File: config.mk
export PLATFORM = sky130hd
export DESIGN_NAME = rms_dbfs_level_meter_core
export DESIGN_NICKNAME = d
export VERILOG_FILES = /design/src/rtl/rdlm_pkg.sv /design/src/rtl/rdlm_dp.sv /design/src/rtl/rdlm_ctrl.sv /design/src/rtl/rms_dbfs_level_meter_core.sv
export SDC_FILE = /design/constraint.sdc
export NUM_CORES = 2
export LEC_CHECK = 0
export BUFFER_PORTS_ARGS = -buffer_cell sky130_fd_sc_hd__buf_2
export CAP_MARGIN = 20
export CORE_ASPECT_RATIO = 0.8
export CORE_UTILIZATION = 60
export CTS_BUF_LIST = sky130_fd_sc_hd__clkbuf_8
export DETAILED_ROUTE_END_ITERATION = 6
export GPL_ROUTABILITY_DRIVEN = 0
export PLACE_DENSITY = 0.74
export SLEW_MARGIN = 10
export SYNTH_ARGS = -nofsm -noshare
export SYNTH_HDL_FRONTEND = slang
export SYNTH_HIERARCHICAL = 1
export SYNTH_SLANG_ARGS = --single-unit
File: constraint.sdc
create_clock -name clock -period 24.6 [get_ports clock]
set_input_delay 2.46 -clock clock [delete_from_list [all_inputs] [get_ports clock]]
set_output_delay 2.46 -clock clock [all_outputs]
set_load 0.01 [all_outputs]
File: src/rtl/rdlm_pkg.sv
`default_nettype none

package rdlm_pkg;

   // Fixed geometry of the meter
   localparam int MAX_CHANNELS  = 8;
   localparam int SAMPLE_BITS   = 24;
   localparam int METER_CELLS   = 40;

   // Field and register widths
   localparam int CHCFG_W   = 4;
   localparam int WIN_W     = 14;
   localparam int CH_IDX_W  = $clog2(MAX_CHANNELS);
   localparam int FSUM_W    = SAMPLE_BITS + $clog2(MAX_CHANNELS);
   localparam int SQSUM_W   = 61;
   localparam int RMS_W     = 24;
   localparam int DB_W      = 12;
   localparam int CELLS_W   = 6;

   // CSR port
   localparam int CSR_IDX_W  = 2;
   localparam int CSR_DATA_W = 14;
   localparam logic [CSR_IDX_W-1:0] CSR_CHANNEL_COUNT = 2'd0;
   localparam logic [CSR_IDX_W-1:0] CSR_WINDOW_FRAMES = 2'd1;
   localparam logic [CHCFG_W-1:0]   CHANNEL_COUNT_RST = 4'd2;
   localparam logic [WIN_W-1:0]     WINDOW_FRAMES_RST = 14'd2400;

   // Shared divider: 61-bit dividend, 14-bit divisor, one quotient bit a step
   localparam int DIV_W      = 61;
   localparam int DVSR_W     = 14;
   localparam int DIV_STEPS  = DIV_W;

   // Square root: one result bit a step over a 61-bit radicand
   localparam int SQRT_STEPS = 31;

   // Log2 by repeated squaring
   localparam int X_W           = 32;
   localparam int PROD_W        = 64;
   localparam int LOG_FRAC_BITS = 16;
   localparam int LOG_E_W       = 5;
   localparam int L2_W          = LOG_E_W + LOG_FRAC_BITS;
   localparam logic [L2_W-1:0]  FULL_L2 = L2_W'((SAMPLE_BITS - 1) << LOG_FRAC_BITS);
   localparam logic [21:0]      DB_K_Q16 = 22'd3945660;
   localparam logic signed [DB_W-1:0] ZERO_TENTHS = -12'sd1200;
   localparam int CELL_SPAN = 600;
   // n * 40 / 600 is n / 15; ceil(2^16 / 15) is exact for n up to 600
   localparam logic [12:0]      CELL_RECIP_Q16 = 13'd4370;

   // Step counter
   localparam int CNT_W = 6;

   // Datapath commands
   typedef struct packed {
      logic take_sample;
      logic frame_load;
      logic div_step;
      logic sq_mul;
      logic acc_update;
      logic mean_load;
      logic sqrt_load;
      logic sqrt_step;
      logic x_load;
      logic norm_step;
      logic zero_level;
      logic log_mul;
      logic log_shift;
      logic db_mul;
      logic db_fin;
      logic cell_load;
      logic out_write;
   } dp_cmd_type;

   // Datapath status
   typedef struct packed {
      logic frame_end;
      logic window_done;
      logic rms_zero;
      logic x_msb;
      logic cell_pos;
      logic out_busy;
   } dp_sts_type;

endpackage

`default_nettype wire

File: src/rtl/rdlm_dp.sv
`default_nettype none

module rdlm_dp
   import rdlm_pkg::*;
(
   input  wire                          clock,
   input  wire                          reset,
   input  dp_cmd_type                   cmd,
   output dp_sts_type                   sts,
   input  wire  signed [SAMPLE_BITS-1:0] req_sample,
   input  wire                          csr_valid,
   input  wire         [CSR_IDX_W-1:0]  csr_index,
   input  wire         [CSR_DATA_W-1:0] csr_wdata,
   input  wire                          rsp_ready,
   output logic                         rsp_valid,
   output logic        [RMS_W-1:0]      rsp_level_rms,
   output logic signed [DB_W-1:0]       rsp_level_db_tenths,
   output logic        [CELLS_W-1:0]    rsp_meter_cells
);

   // Configuration
   logic [CHCFG_W-1:0] chan_cfg_ff;
   logic [WIN_W-1:0]   win_cfg_ff;
   logic [CHCFG_W-1:0] chans_eff;
   logic [WIN_W-1:0]   win_eff;

   always_ff @(posedge clock) begin
      if (reset) begin
         chan_cfg_ff <= CHANNEL_COUNT_RST;
         win_cfg_ff  <= WINDOW_FRAMES_RST;
      end else if (csr_valid) begin
         unique case (csr_index)
            CSR_CHANNEL_COUNT: chan_cfg_ff <= csr_wdata[CHCFG_W-1:0];
            CSR_WINDOW_FRAMES: win_cfg_ff  <= csr_wdata[WIN_W-1:0];
            default: ;
         endcase
      end
   end

   always_comb begin
      if (chan_cfg_ff == '0)
         chans_eff = CHCFG_W'(1);
      else if (chan_cfg_ff > CHCFG_W'(MAX_CHANNELS))
         chans_eff = CHCFG_W'(MAX_CHANNELS);
      else
         chans_eff = chan_cfg_ff;
      win_eff = (win_cfg_ff == '0) ? WIN_W'(1) : win_cfg_ff;
   end

   // Accumulators
   logic signed [FSUM_W-1:0] fsum_ff;
   logic [CH_IDX_W-1:0]      ch_idx_ff;
   logic [SQSUM_W-1:0]       sqsum_ff;
   logic [WIN_W-1:0]         fcnt_ff;
   logic [WIN_W-1:0]         fcnt_in;
   logic [FSUM_W-1:0]        fsum_mag;

   // Divider, square root, log and product registers
   logic [DIV_W-1:0]      quo_ff;
   logic [DVSR_W:0]       rem_ff;
   logic [DVSR_W-1:0]     dvsr_ff;
   logic [DVSR_W:0]       div_t;
   logic                  div_ge;
   logic [SQSUM_W-1:0]    sq_v_ff;
   logic [SQSUM_W-1:0]    sq_res_ff;
   logic [SQSUM_W-1:0]    sq_bit_ff;
   logic [SQSUM_W-1:0]    sq_try;
   logic [RMS_W-1:0]      rms_ff;
   logic [X_W-1:0]        x_ff;
   logic [LOG_E_W-1:0]    e_ff;
   logic [LOG_FRAC_BITS-1:0] frac_ff;
   logic [PROD_W-1:0]     prod_ff;
   logic [X_W-1:0]        mul_a;
   logic [X_W-1:0]        mul_b;
   logic [X_W:0]          sq_shr;
   logic [L2_W-1:0]       l2;
   logic [L2_W-1:0]       m_val;
   logic [43:0]           db_round;
   logic signed [DB_W-1:0] tenths_ff;
   logic signed [DB_W:0]   n_val;
   logic [22:0]           cell_prod;
   logic [CELLS_W-1:0]    cell_q;
   logic [CELLS_W-1:0]    cells_ff;

   always_comb begin
      fcnt_in = fcnt_ff + WIN_W'(1);
      if (fcnt_in == '0)
         fcnt_in = WIN_W'(1);
      fsum_mag = fsum_ff[FSUM_W-1] ? FSUM_W'(-fsum_ff) : FSUM_W'(fsum_ff);
      div_t    = {rem_ff[DVSR_W-1:0], quo_ff[DIV_W-1]};
      div_ge   = div_t >= {1'b0, dvsr_ff};
      sq_try   = sq_res_ff + sq_bit_ff;
      sq_shr   = prod_ff[X_W+31:31];
      l2       = {e_ff, frac_ff};
      m_val    = (l2 >= FULL_L2) ? '0 : FULL_L2 - l2;
      db_round = prod_ff[43:0] + 44'(64'd1 << 31);
      n_val    = $signed({tenths_ff[DB_W-1], tenths_ff}) + (DB_W+1)'(CELL_SPAN);
      // n is at most 600 here, so ten bits carry it
      cell_prod = n_val[9:0] * CELL_RECIP_Q16;
      cell_q    = cell_prod[21:16];
   end

   // Shared multiplier operand select
   always_comb begin
      mul_a = x_ff;
      mul_b = x_ff;
      if (cmd.sq_mul) begin
         mul_a = X_W'(quo_ff[RMS_W-1:0]);
         mul_b = X_W'(quo_ff[RMS_W-1:0]);
      end else if (cmd.db_mul) begin
         mul_a = X_W'(m_val);
         mul_b = X_W'(DB_K_Q16);
      end
   end

   // Frame and window accumulation
   always_ff @(posedge clock) begin
      if (reset) begin
         fsum_ff   <= '0;
         ch_idx_ff <= '0;
         sqsum_ff  <= '0;
         fcnt_ff   <= '0;
      end else begin
         if (cmd.take_sample) begin
            fsum_ff   <= fsum_ff + FSUM_W'(req_sample);
            ch_idx_ff <= sts.frame_end ? '0 : ch_idx_ff + CH_IDX_W'(1);
         end
         if (cmd.frame_load)
            fsum_ff <= '0;
         if (cmd.acc_update) begin
            sqsum_ff <= sqsum_ff + prod_ff[SQSUM_W-1:0];
            fcnt_ff  <= fcnt_in;
         end
         if (cmd.mean_load) begin
            sqsum_ff <= '0;
            fcnt_ff  <= '0;
         end
      end
   end

   // Arithmetic units
   always_ff @(posedge clock) begin
      if (cmd.frame_load) begin
         quo_ff  <= DIV_W'(fsum_mag);
         rem_ff  <= '0;
         dvsr_ff <= DVSR_W'(chans_eff);
      end else if (cmd.mean_load) begin
         quo_ff  <= sqsum_ff;
         rem_ff  <= '0;
         dvsr_ff <= fcnt_ff;
      end else if (cmd.div_step) begin
         rem_ff <= div_ge ? div_t - {1'b0, dvsr_ff} : div_t;
         quo_ff <= {quo_ff[DIV_W-2:0], div_ge};
      end

      if (cmd.sq_mul || cmd.log_mul || cmd.db_mul)
         prod_ff <= mul_a * mul_b;

      // bit-pair square root
      if (cmd.sqrt_load) begin
         sq_v_ff   <= quo_ff;
         sq_res_ff <= '0;
         sq_bit_ff <= SQSUM_W'(1) << (SQSUM_W - 1);
      end else if (cmd.sqrt_step) begin
         if (sq_v_ff >= sq_try) begin
            sq_v_ff   <= sq_v_ff - sq_try;
            sq_res_ff <= (sq_res_ff >> 1) + sq_bit_ff;
         end else begin
            sq_res_ff <= sq_res_ff >> 1;
         end
         sq_bit_ff <= sq_bit_ff >> 2;
      end

      // log2 mantissa and exponent
      if (cmd.x_load) begin
         rms_ff  <= sq_res_ff[RMS_W-1:0];
         x_ff    <= {sq_res_ff[RMS_W-1:0], (X_W-RMS_W)'(0)};
         e_ff    <= LOG_E_W'(SAMPLE_BITS - 1);
         frac_ff <= '0;
      end else if (cmd.norm_step) begin
         x_ff <= x_ff << 1;
         e_ff <= e_ff - LOG_E_W'(1);
      end else if (cmd.log_shift) begin
         frac_ff <= {frac_ff[LOG_FRAC_BITS-2:0], sq_shr[X_W]};
         x_ff    <= sq_shr[X_W] ? sq_shr[X_W:1] : sq_shr[X_W-1:0];
      end

      // level and meter
      if (cmd.zero_level) begin
         tenths_ff <= ZERO_TENTHS;
         cells_ff  <= '0;
      end else if (cmd.db_fin) begin
         tenths_ff <= -$signed(db_round[43:32]);
      end
      if (cmd.cell_load) begin
         if (!sts.cell_pos)
            cells_ff <= '0;
         else if (cell_q > CELLS_W'(METER_CELLS))
            cells_ff <= CELLS_W'(METER_CELLS);
         else
            cells_ff <= cell_q;
      end
   end

   // Result word register
   logic                   rsp_valid_ff;
   logic [RMS_W-1:0]       rsp_rms_ff;
   logic signed [DB_W-1:0] rsp_db_ff;
   logic [CELLS_W-1:0]     rsp_cells_ff;

   always_ff @(posedge clock) begin
      if (reset) begin
         rsp_valid_ff <= 1'b0;
      end else if (cmd.out_write) begin
         rsp_valid_ff <= 1'b1;
      end else if (rsp_ready) begin
         rsp_valid_ff <= 1'b0;
      end
      if (cmd.out_write) begin
         rsp_rms_ff   <= rms_ff;
         rsp_db_ff    <= tenths_ff;
         rsp_cells_ff <= cells_ff;
      end
   end

   assign rsp_valid           = rsp_valid_ff;
   assign rsp_level_rms       = rsp_rms_ff;
   assign rsp_level_db_tenths = rsp_db_ff;
   assign rsp_meter_cells     = rsp_cells_ff;

   // Status to controller
   always_comb begin
      sts.frame_end   = (CHCFG_W'(ch_idx_ff) + CHCFG_W'(1)) >= chans_eff;
      sts.window_done = fcnt_in >= win_eff;
      sts.rms_zero    = (rms_ff == '0);
      sts.x_msb       = x_ff[X_W-1];
      sts.cell_pos    = (n_val > 0);
      sts.out_busy    = rsp_valid_ff;
   end

   // Checks
   a_out_write_valid: assert property (@(posedge clock) disable iff (reset)
      cmd.out_write |=> rsp_valid_ff)
      else $error("result word not presented after write");

   a_cells_range: assert property (@(posedge clock) disable iff (reset)
      rsp_valid_ff |-> (rsp_cells_ff <= CELLS_W'(METER_CELLS)))
      else $error("meter cell count out of range");

   a_no_overwrite: assert property (@(posedge clock) disable iff (reset)
      cmd.out_write |-> !rsp_valid_ff)
      else $error("pending result overwritten");

endmodule

`default_nettype wire

File: src/rtl/rdlm_ctrl.sv
`default_nettype none

module rdlm_ctrl
   import rdlm_pkg::*;
(
   input  wire        clock,
   input  wire        reset,
   input  wire        req_valid,
   output logic       req_ready,
   output dp_cmd_type cmd,
   input  dp_sts_type sts
);

   localparam logic [4:0] S_IDLE   = 5'd0;
   localparam logic [4:0] S_FLOAD  = 5'd1;
   localparam logic [4:0] S_FDIV   = 5'd2;
   localparam logic [4:0] S_SQ     = 5'd3;
   localparam logic [4:0] S_ACC    = 5'd4;
   localparam logic [4:0] S_MLOAD  = 5'd5;
   localparam logic [4:0] S_MDIV   = 5'd6;
   localparam logic [4:0] S_SQLOAD = 5'd7;
   localparam logic [4:0] S_SQRT   = 5'd8;
   localparam logic [4:0] S_XLOAD  = 5'd9;
   localparam logic [4:0] S_NORM   = 5'd10;
   localparam logic [4:0] S_LOGM   = 5'd11;
   localparam logic [4:0] S_LOGS   = 5'd12;
   localparam logic [4:0] S_DBM    = 5'd13;
   localparam logic [4:0] S_DBF    = 5'd14;
   localparam logic [4:0] S_CLOAD  = 5'd15;
   localparam logic [4:0] S_OUT    = 5'd16;

   logic [4:0]       state_ff, state_in;
   logic [CNT_W-1:0] cnt_ff, cnt_in;

   // Sequencer
   always_comb begin
      state_in  = state_ff;
      cnt_in    = cnt_ff;
      cmd       = '0;
      req_ready = 1'b0;
      unique case (state_ff)
         S_IDLE: begin
            req_ready = 1'b1;
            if (req_valid) begin
               cmd.take_sample = 1'b1;
               if (sts.frame_end)
                  state_in = S_FLOAD;
            end
         end
         S_FLOAD: begin
            cmd.frame_load = 1'b1;
            cnt_in   = '0;
            state_in = S_FDIV;
         end
         S_FDIV: begin
            cmd.div_step = 1'b1;
            cnt_in = cnt_ff + CNT_W'(1);
            if (cnt_ff == CNT_W'(DIV_STEPS - 1))
               state_in = S_SQ;
         end
         S_SQ: begin
            cmd.sq_mul = 1'b1;
            state_in   = S_ACC;
         end
         S_ACC: begin
            cmd.acc_update = 1'b1;
            state_in = sts.window_done ? S_MLOAD : S_IDLE;
         end
         S_MLOAD: begin
            cmd.mean_load = 1'b1;
            cnt_in   = '0;
            state_in = S_MDIV;
         end
         S_MDIV: begin
            cmd.div_step = 1'b1;
            cnt_in = cnt_ff + CNT_W'(1);
            if (cnt_ff == CNT_W'(DIV_STEPS - 1))
               state_in = S_SQLOAD;
         end
         S_SQLOAD: begin
            cmd.sqrt_load = 1'b1;
            cnt_in   = '0;
            state_in = S_SQRT;
         end
         S_SQRT: begin
            cmd.sqrt_step = 1'b1;
            cnt_in = cnt_ff + CNT_W'(1);
            if (cnt_ff == CNT_W'(SQRT_STEPS - 1))
               state_in = S_XLOAD;
         end
         S_XLOAD: begin
            cmd.x_load = 1'b1;
            state_in   = S_NORM;
         end
         S_NORM: begin
            if (sts.rms_zero) begin
               cmd.zero_level = 1'b1;
               state_in = S_OUT;
            end else if (sts.x_msb) begin
               cnt_in   = '0;
               state_in = S_LOGM;
            end else begin
               cmd.norm_step = 1'b1;
            end
         end
         S_LOGM: begin
            cmd.log_mul = 1'b1;
            state_in    = S_LOGS;
         end
         S_LOGS: begin
            cmd.log_shift = 1'b1;
            cnt_in = cnt_ff + CNT_W'(1);
            state_in = (cnt_ff == CNT_W'(LOG_FRAC_BITS - 1)) ? S_DBM : S_LOGM;
         end
         S_DBM: begin
            cmd.db_mul = 1'b1;
            state_in   = S_DBF;
         end
         S_DBF: begin
            cmd.db_fin = 1'b1;
            state_in   = S_CLOAD;
         end
         S_CLOAD: begin
            cmd.cell_load = 1'b1;
            state_in = S_OUT;
         end
         S_OUT: begin
            if (!sts.out_busy) begin
               cmd.out_write = 1'b1;
               state_in = S_IDLE;
            end
         end
         default: state_in = S_IDLE;
      endcase
   end

   always_ff @(posedge clock) begin
      if (reset) begin
         state_ff <= S_IDLE;
         cnt_ff   <= '0;
      end else begin
         state_ff <= state_in;
         cnt_ff   <= cnt_in;
      end
   end

endmodule

`default_nettype wire

File: src/rtl/rms_dbfs_level_meter_core.sv
`default_nettype none

// RMS level meter in dBFS. Interleaved Q1.23 samples enter one word at a time;
// each frame of channel_count samples is averaged to mono, squared and summed,
// and after window_frames frames one word comes out with the floor RMS, the
// level in tenths of dBFS (-1200 for silence) and a 0..40 meter cell count.
// A sample that does not end a frame is only added to the frame sum. A frame
// end runs the 61-step shared divider that forms the mono value; no sample is
// taken meanwhile. A window end adds a 61-step mean divide, a 31-step square
// root, up to 23 normalize shifts, 16 log2 squarings on the shared multiplier,
// each a multiply and a shift, and a reciprocal multiply for the meter cells.
// A finished result waits in its own output register while new samples are
// taken; a second result stalls the input until the first one is taken.
module rms_dbfs_level_meter_core
   import rdlm_pkg::*;
(
   input  wire                           clock,
   input  wire                           reset,
   input  wire                           req_valid,
   output logic                          req_ready,
   input  wire  signed [SAMPLE_BITS-1:0] req_sample,
   output logic                          rsp_valid,
   input  wire                           rsp_ready,
   output logic        [RMS_W-1:0]       rsp_level_rms,
   output logic signed [DB_W-1:0]        rsp_level_db_tenths,
   output logic        [CELLS_W-1:0]     rsp_meter_cells,
   input  wire                           csr_valid,
   output logic                          csr_ready,
   input  wire         [CSR_IDX_W-1:0]   csr_index,
   input  wire         [CSR_DATA_W-1:0]  csr_wdata
);

   dp_cmd_type cmd;
   dp_sts_type sts;

   // Register writes always land at once
   assign csr_ready = 1'b1;

   rdlm_ctrl u_ctrl (
      .clock     (clock),
      .reset     (reset),
      .req_valid (req_valid),
      .req_ready (req_ready),
      .cmd       (cmd),
      .sts       (sts)
   );

   rdlm_dp u_dp (
      .clock               (clock),
      .reset               (reset),
      .cmd                 (cmd),
      .sts                 (sts),
      .req_sample          (req_sample),
      .csr_valid           (csr_valid),
      .csr_index           (csr_index),
      .csr_wdata           (csr_wdata),
      .rsp_ready           (rsp_ready),
      .rsp_valid           (rsp_valid),
      .rsp_level_rms       (rsp_level_rms),
      .rsp_level_db_tenths (rsp_level_db_tenths),
      .rsp_meter_cells     (rsp_meter_cells)
   );

endmodule

`default_nettype wire
==> results.md <==
* Syn_nets at 9737
* Number of flops mapped to enable cells by yosys at 252
* Hold Crit Start: u_dp/cells_ff[5]
* Critical Path Start: u_ctrl/state_ff[0]
* Req. time, crit path at 25120 ps
* Endpoints failing hold at 0
* Main synth FF type: dfxtp_1
* CTS root buf: clkbuf_8
* CP Capture Type: flop
* Sequential share of the synthesized area at 0.1976
* Post-Syn Area at 0.07132 mm2
* Number of global-route vias before repair at 58.47k
* Worst path slowest cell: clkinv_1
* Synth async-reset ratio at 0
* Count of cell types in the netlist at 103
* F_max at 79.71 MHz
* Area grow syn2layout at 4.965%
* Post-route ant nets at 0
* Max-slew violation count at 0
* Max-cap viol count at 0
* Clk_lat worst skew at 770 ps
* Final #Nets at 9618
* Via density at 6.261
* Vias at 60.99k
* RSZ-0062 raised after global routing: no
* Rel. slew slack at 0.1323
* Post-Route WL at 223300 um
* Max Fanout on Critical Path at 50
* Most common cell after layout, fill and taps aside: inv_1
* Post_cts resized at 0
* Syn. warnings at 6
* Reg2Reg Setup Slack at 12050 ps
* Fin crit period at 12550 ps
* CTS tree: done
* Crit Reg-Reg Startpoint: u_ctrl/state_ff[0]
* Failing checks: design-rule violations
* Grt ovf at 0
* Total die area at 0.1203 mm2
* Die H at 310.4 um
* First-pass GRT wire length at 341600 um
* GR Util All Layers at 0.3693
* Post-CTS Setup Bufs at 0
* Crit share post-route at 0.5100
* Final setup TNS at 0 ps
* Seq cells post-synth at 578
* Antenna cells at 0
* Syn avg cell area at 8.647 um2
* TritonCTS buffer count at 86
* Core box area at 0.1173 mm2
* Router iterations before antenna repair at 7
* Setup violators final at 0
* Clk pin slew, worst setup/hold paths at 70 ps
* # DRC at 2
* CTS Buffer Depth at 3
* Ratio of cells with drive above 1 in the final layout at 0.05694
* Kind of critical path: reg -> reg
* Maximum number of pins on one net before global-route repair at 85
* Max incr delay on CP at 880 ps
* WL/cell at 22.92 um
* First DRT Iteration DRCs at 7139
* Die X at 387.5 um
* Worst slew pin tran at 1301 ps
* # H-tree levels at 3
* Starting Density at 0.6080
* Status: finished with violations
* Initial antenna violation count at 3
* Most frequent cells in the layout: 1210 x inv_1, 941 x nor2_1, 897 x nand2_1, 891 x fa_1, 554 x ha_1
* Critical path launch point type: flop
* IO Count at 90
* Row count at 112
* Clock skew at 45.63 ps
* Gate Count Post-Synth at 8247
* DP Wirelength at 172300 um
* TritonCTS sink count at 578
* Hold/Removal Path Class: reg -> reg
* CP dominant cell by count: fa_1
* Arr. time, crit path at 13070 ps
* # port buffers at 88
* CTS Hold Bufs at 0
-- critical path: cells and delay by family, from the launching register on --
kind            cells  cell delay (ps)
compound gates     11             3820
xor+xnor            1               80
fa+ha+maj           9             3810
buf+inv             9             2800
flops               1              810
simple gates        5              930
-- area by class of cell --
| type | count | area [um2] |
|---|---|---|
| well taps | 1539 | 1926 |
| multi-input cells | 6079 | 51390 |
| repair buffers | 200 | 1324 |
| inverters | 1183 | 4441 |
| clock inverters | 63 | 334.1 |
| clock buffers | 98 | 1349 |
| flip-flops and latches | 578 | 14090 |
| fillers | 9732 | 42440 |
-- final timing paths --
check	cells past startpoint	to
setup reg to reg	35	u_dp/prod_ff[62]
hold reg to reg	0	u_dp/rsp_meter_cells[5]
setup / recovery	35	u_dp/prod_ff[62]
hold / removal	0	u_dp/rsp_meter_cells[5]
-- per-layer routing --
| metal | routed length [um] | vias up | global-route usage |
|---|---|---|---|
| li1 | - | 27050 | - |
| met5 | 60 | - | 0.003162 |
| met4 | 10670 | 4 | 0.1489 |
| met3 | 34260 | 716 | 0.1334 |
| met2 | 87800 | 3997 | 0.5110 |
| met1 | 90480 | 29220 | 0.5218 |
-- registers in the layout, indices dropped and copies added (netlist names), 4 cells and up --
| signal | count |
|---|---|
| u_dp/rsp_meter_cells | 6 |
| u_ctrl/cnt_ff | 6 |
| u_dp/rem_ff | 14 |
| u_dp/rsp_level_db_tenths | 12 |
| u_dp/win_cfg_ff | 14 |
| u_dp/prod_ff | 64 |
| u_dp/sqsum_ff | 61 |
| u_dp/chan_cfg_ff | 4 |
| u_dp/e_ff | 5 |
| u_dp/sq_res_ff | 61 |
| u_dp/cells_ff | 6 |
| u_dp/fsum_ff | 27 |
| u_ctrl/state_ff | 5 |
| u_dp/quo_ff | 61 |
| u_dp/sq_v_ff | 61 |
| u_dp/rms_ff | 24 |
| u_dp/dvsr_ff | 14 |
| u_dp/tenths_ff | 12 |
| u_dp/sq_bit_ff | 31 |
| u_dp/fcnt_ff | 14 |
| u_dp/rsp_level_rms | 24 |
| u_dp/frac_ff | 16 |
| u_dp/x_ff | 32 |
-- through the flow --
stage / utilization / cell area, um2 / hold WS [ps] / instances / worst slack (ps)
floorplan: - / 71320 / 400.3 / 8247 / 14620
global placement: 0.6232 / 73100 / 404.9 / 9575 / 12890
detailed placement: 0.6232 / 73100 / 410.2 / 9575 / 12560
CTS: 0.6376 / 74780 / 426.1 / 9736 / 12530
global route: 0.6382 / 74860 / 431.3 / 9740 / 11910
finish: 0.6382 / 74860 / 426.1 / 9740 / 12050
-- cells by family after synthesis --
logic type / count (synthesis) / synth area share
flip-flops: 578 / 0.1976
AO/OA/AOI/OAI: 1499 / 0.1353
buffers and inverters: 1590 / 0.08500
AND/OR/NAND/NOR: 2526 / 0.1554
adder cells (fa/ha/maj): 1446 / 0.3475
XOR/XNOR: 378 / 0.04642
multiplexers: 229 / 0.03274
other: 1 / 0.00005258
-- cell usage after synthesis (16+ instances only) --
cell | number | area, um2
edfxtp_1 | 252 | 7567
fa_1 | 891 | 17840
nand2b_1 | 65 | 406.6
a31o_2 | 23 | 201.4
buf_2 | 29 | 145.1
o21bai_1 | 69 | 518.0
and3_1 | 82 | 513.0
inv_1 | 1172 | 4399
nor2_1 | 947 | 3555
dfxtp_1 | 326 | 6526
nor2b_1 | 45 | 281.5
clkbuf_1 | 322 | 1209
mux2i_1 | 195 | 1952
a21o_1 | 141 | 1059
o31ai_1 | 34 | 255.2
xnor2_1 | 223 | 1953
a31oi_1 | 89 | 556.8
a211oi_1 | 59 | 442.9
a21oi_1 | 433 | 2167
or3_1 | 43 | 269.0
o21ai_1 | 20 | 100.1
nand2_1 | 897 | 3367
o21ai_0 | 313 | 1567
o21a_1 | 43 | 322.8
o211ai_1 | 18 | 135.1
mux2_2 | 34 | 382.9
a221oi_1 | 33 | 289.0
a211o_1 | 20 | 175.2
nand3_1 | 125 | 625.6
ha_1 | 554 | 6932
and2_1 | 29 | 181.4
buf_1 | 43 | 161.4
a311oi_1 | 29 | 254.0
nor3_1 | 93 | 465.5
xor2_1 | 155 | 1358
nand4_1 | 81 | 506.7
a41oi_1 | 16 | 140.1
nor4_1 | 27 | 168.9
or2_2 | 23 | 143.9
Power is not shown: default switching activity piles up to over one toggle a cycle in this logic, so the estimate is an artifact.
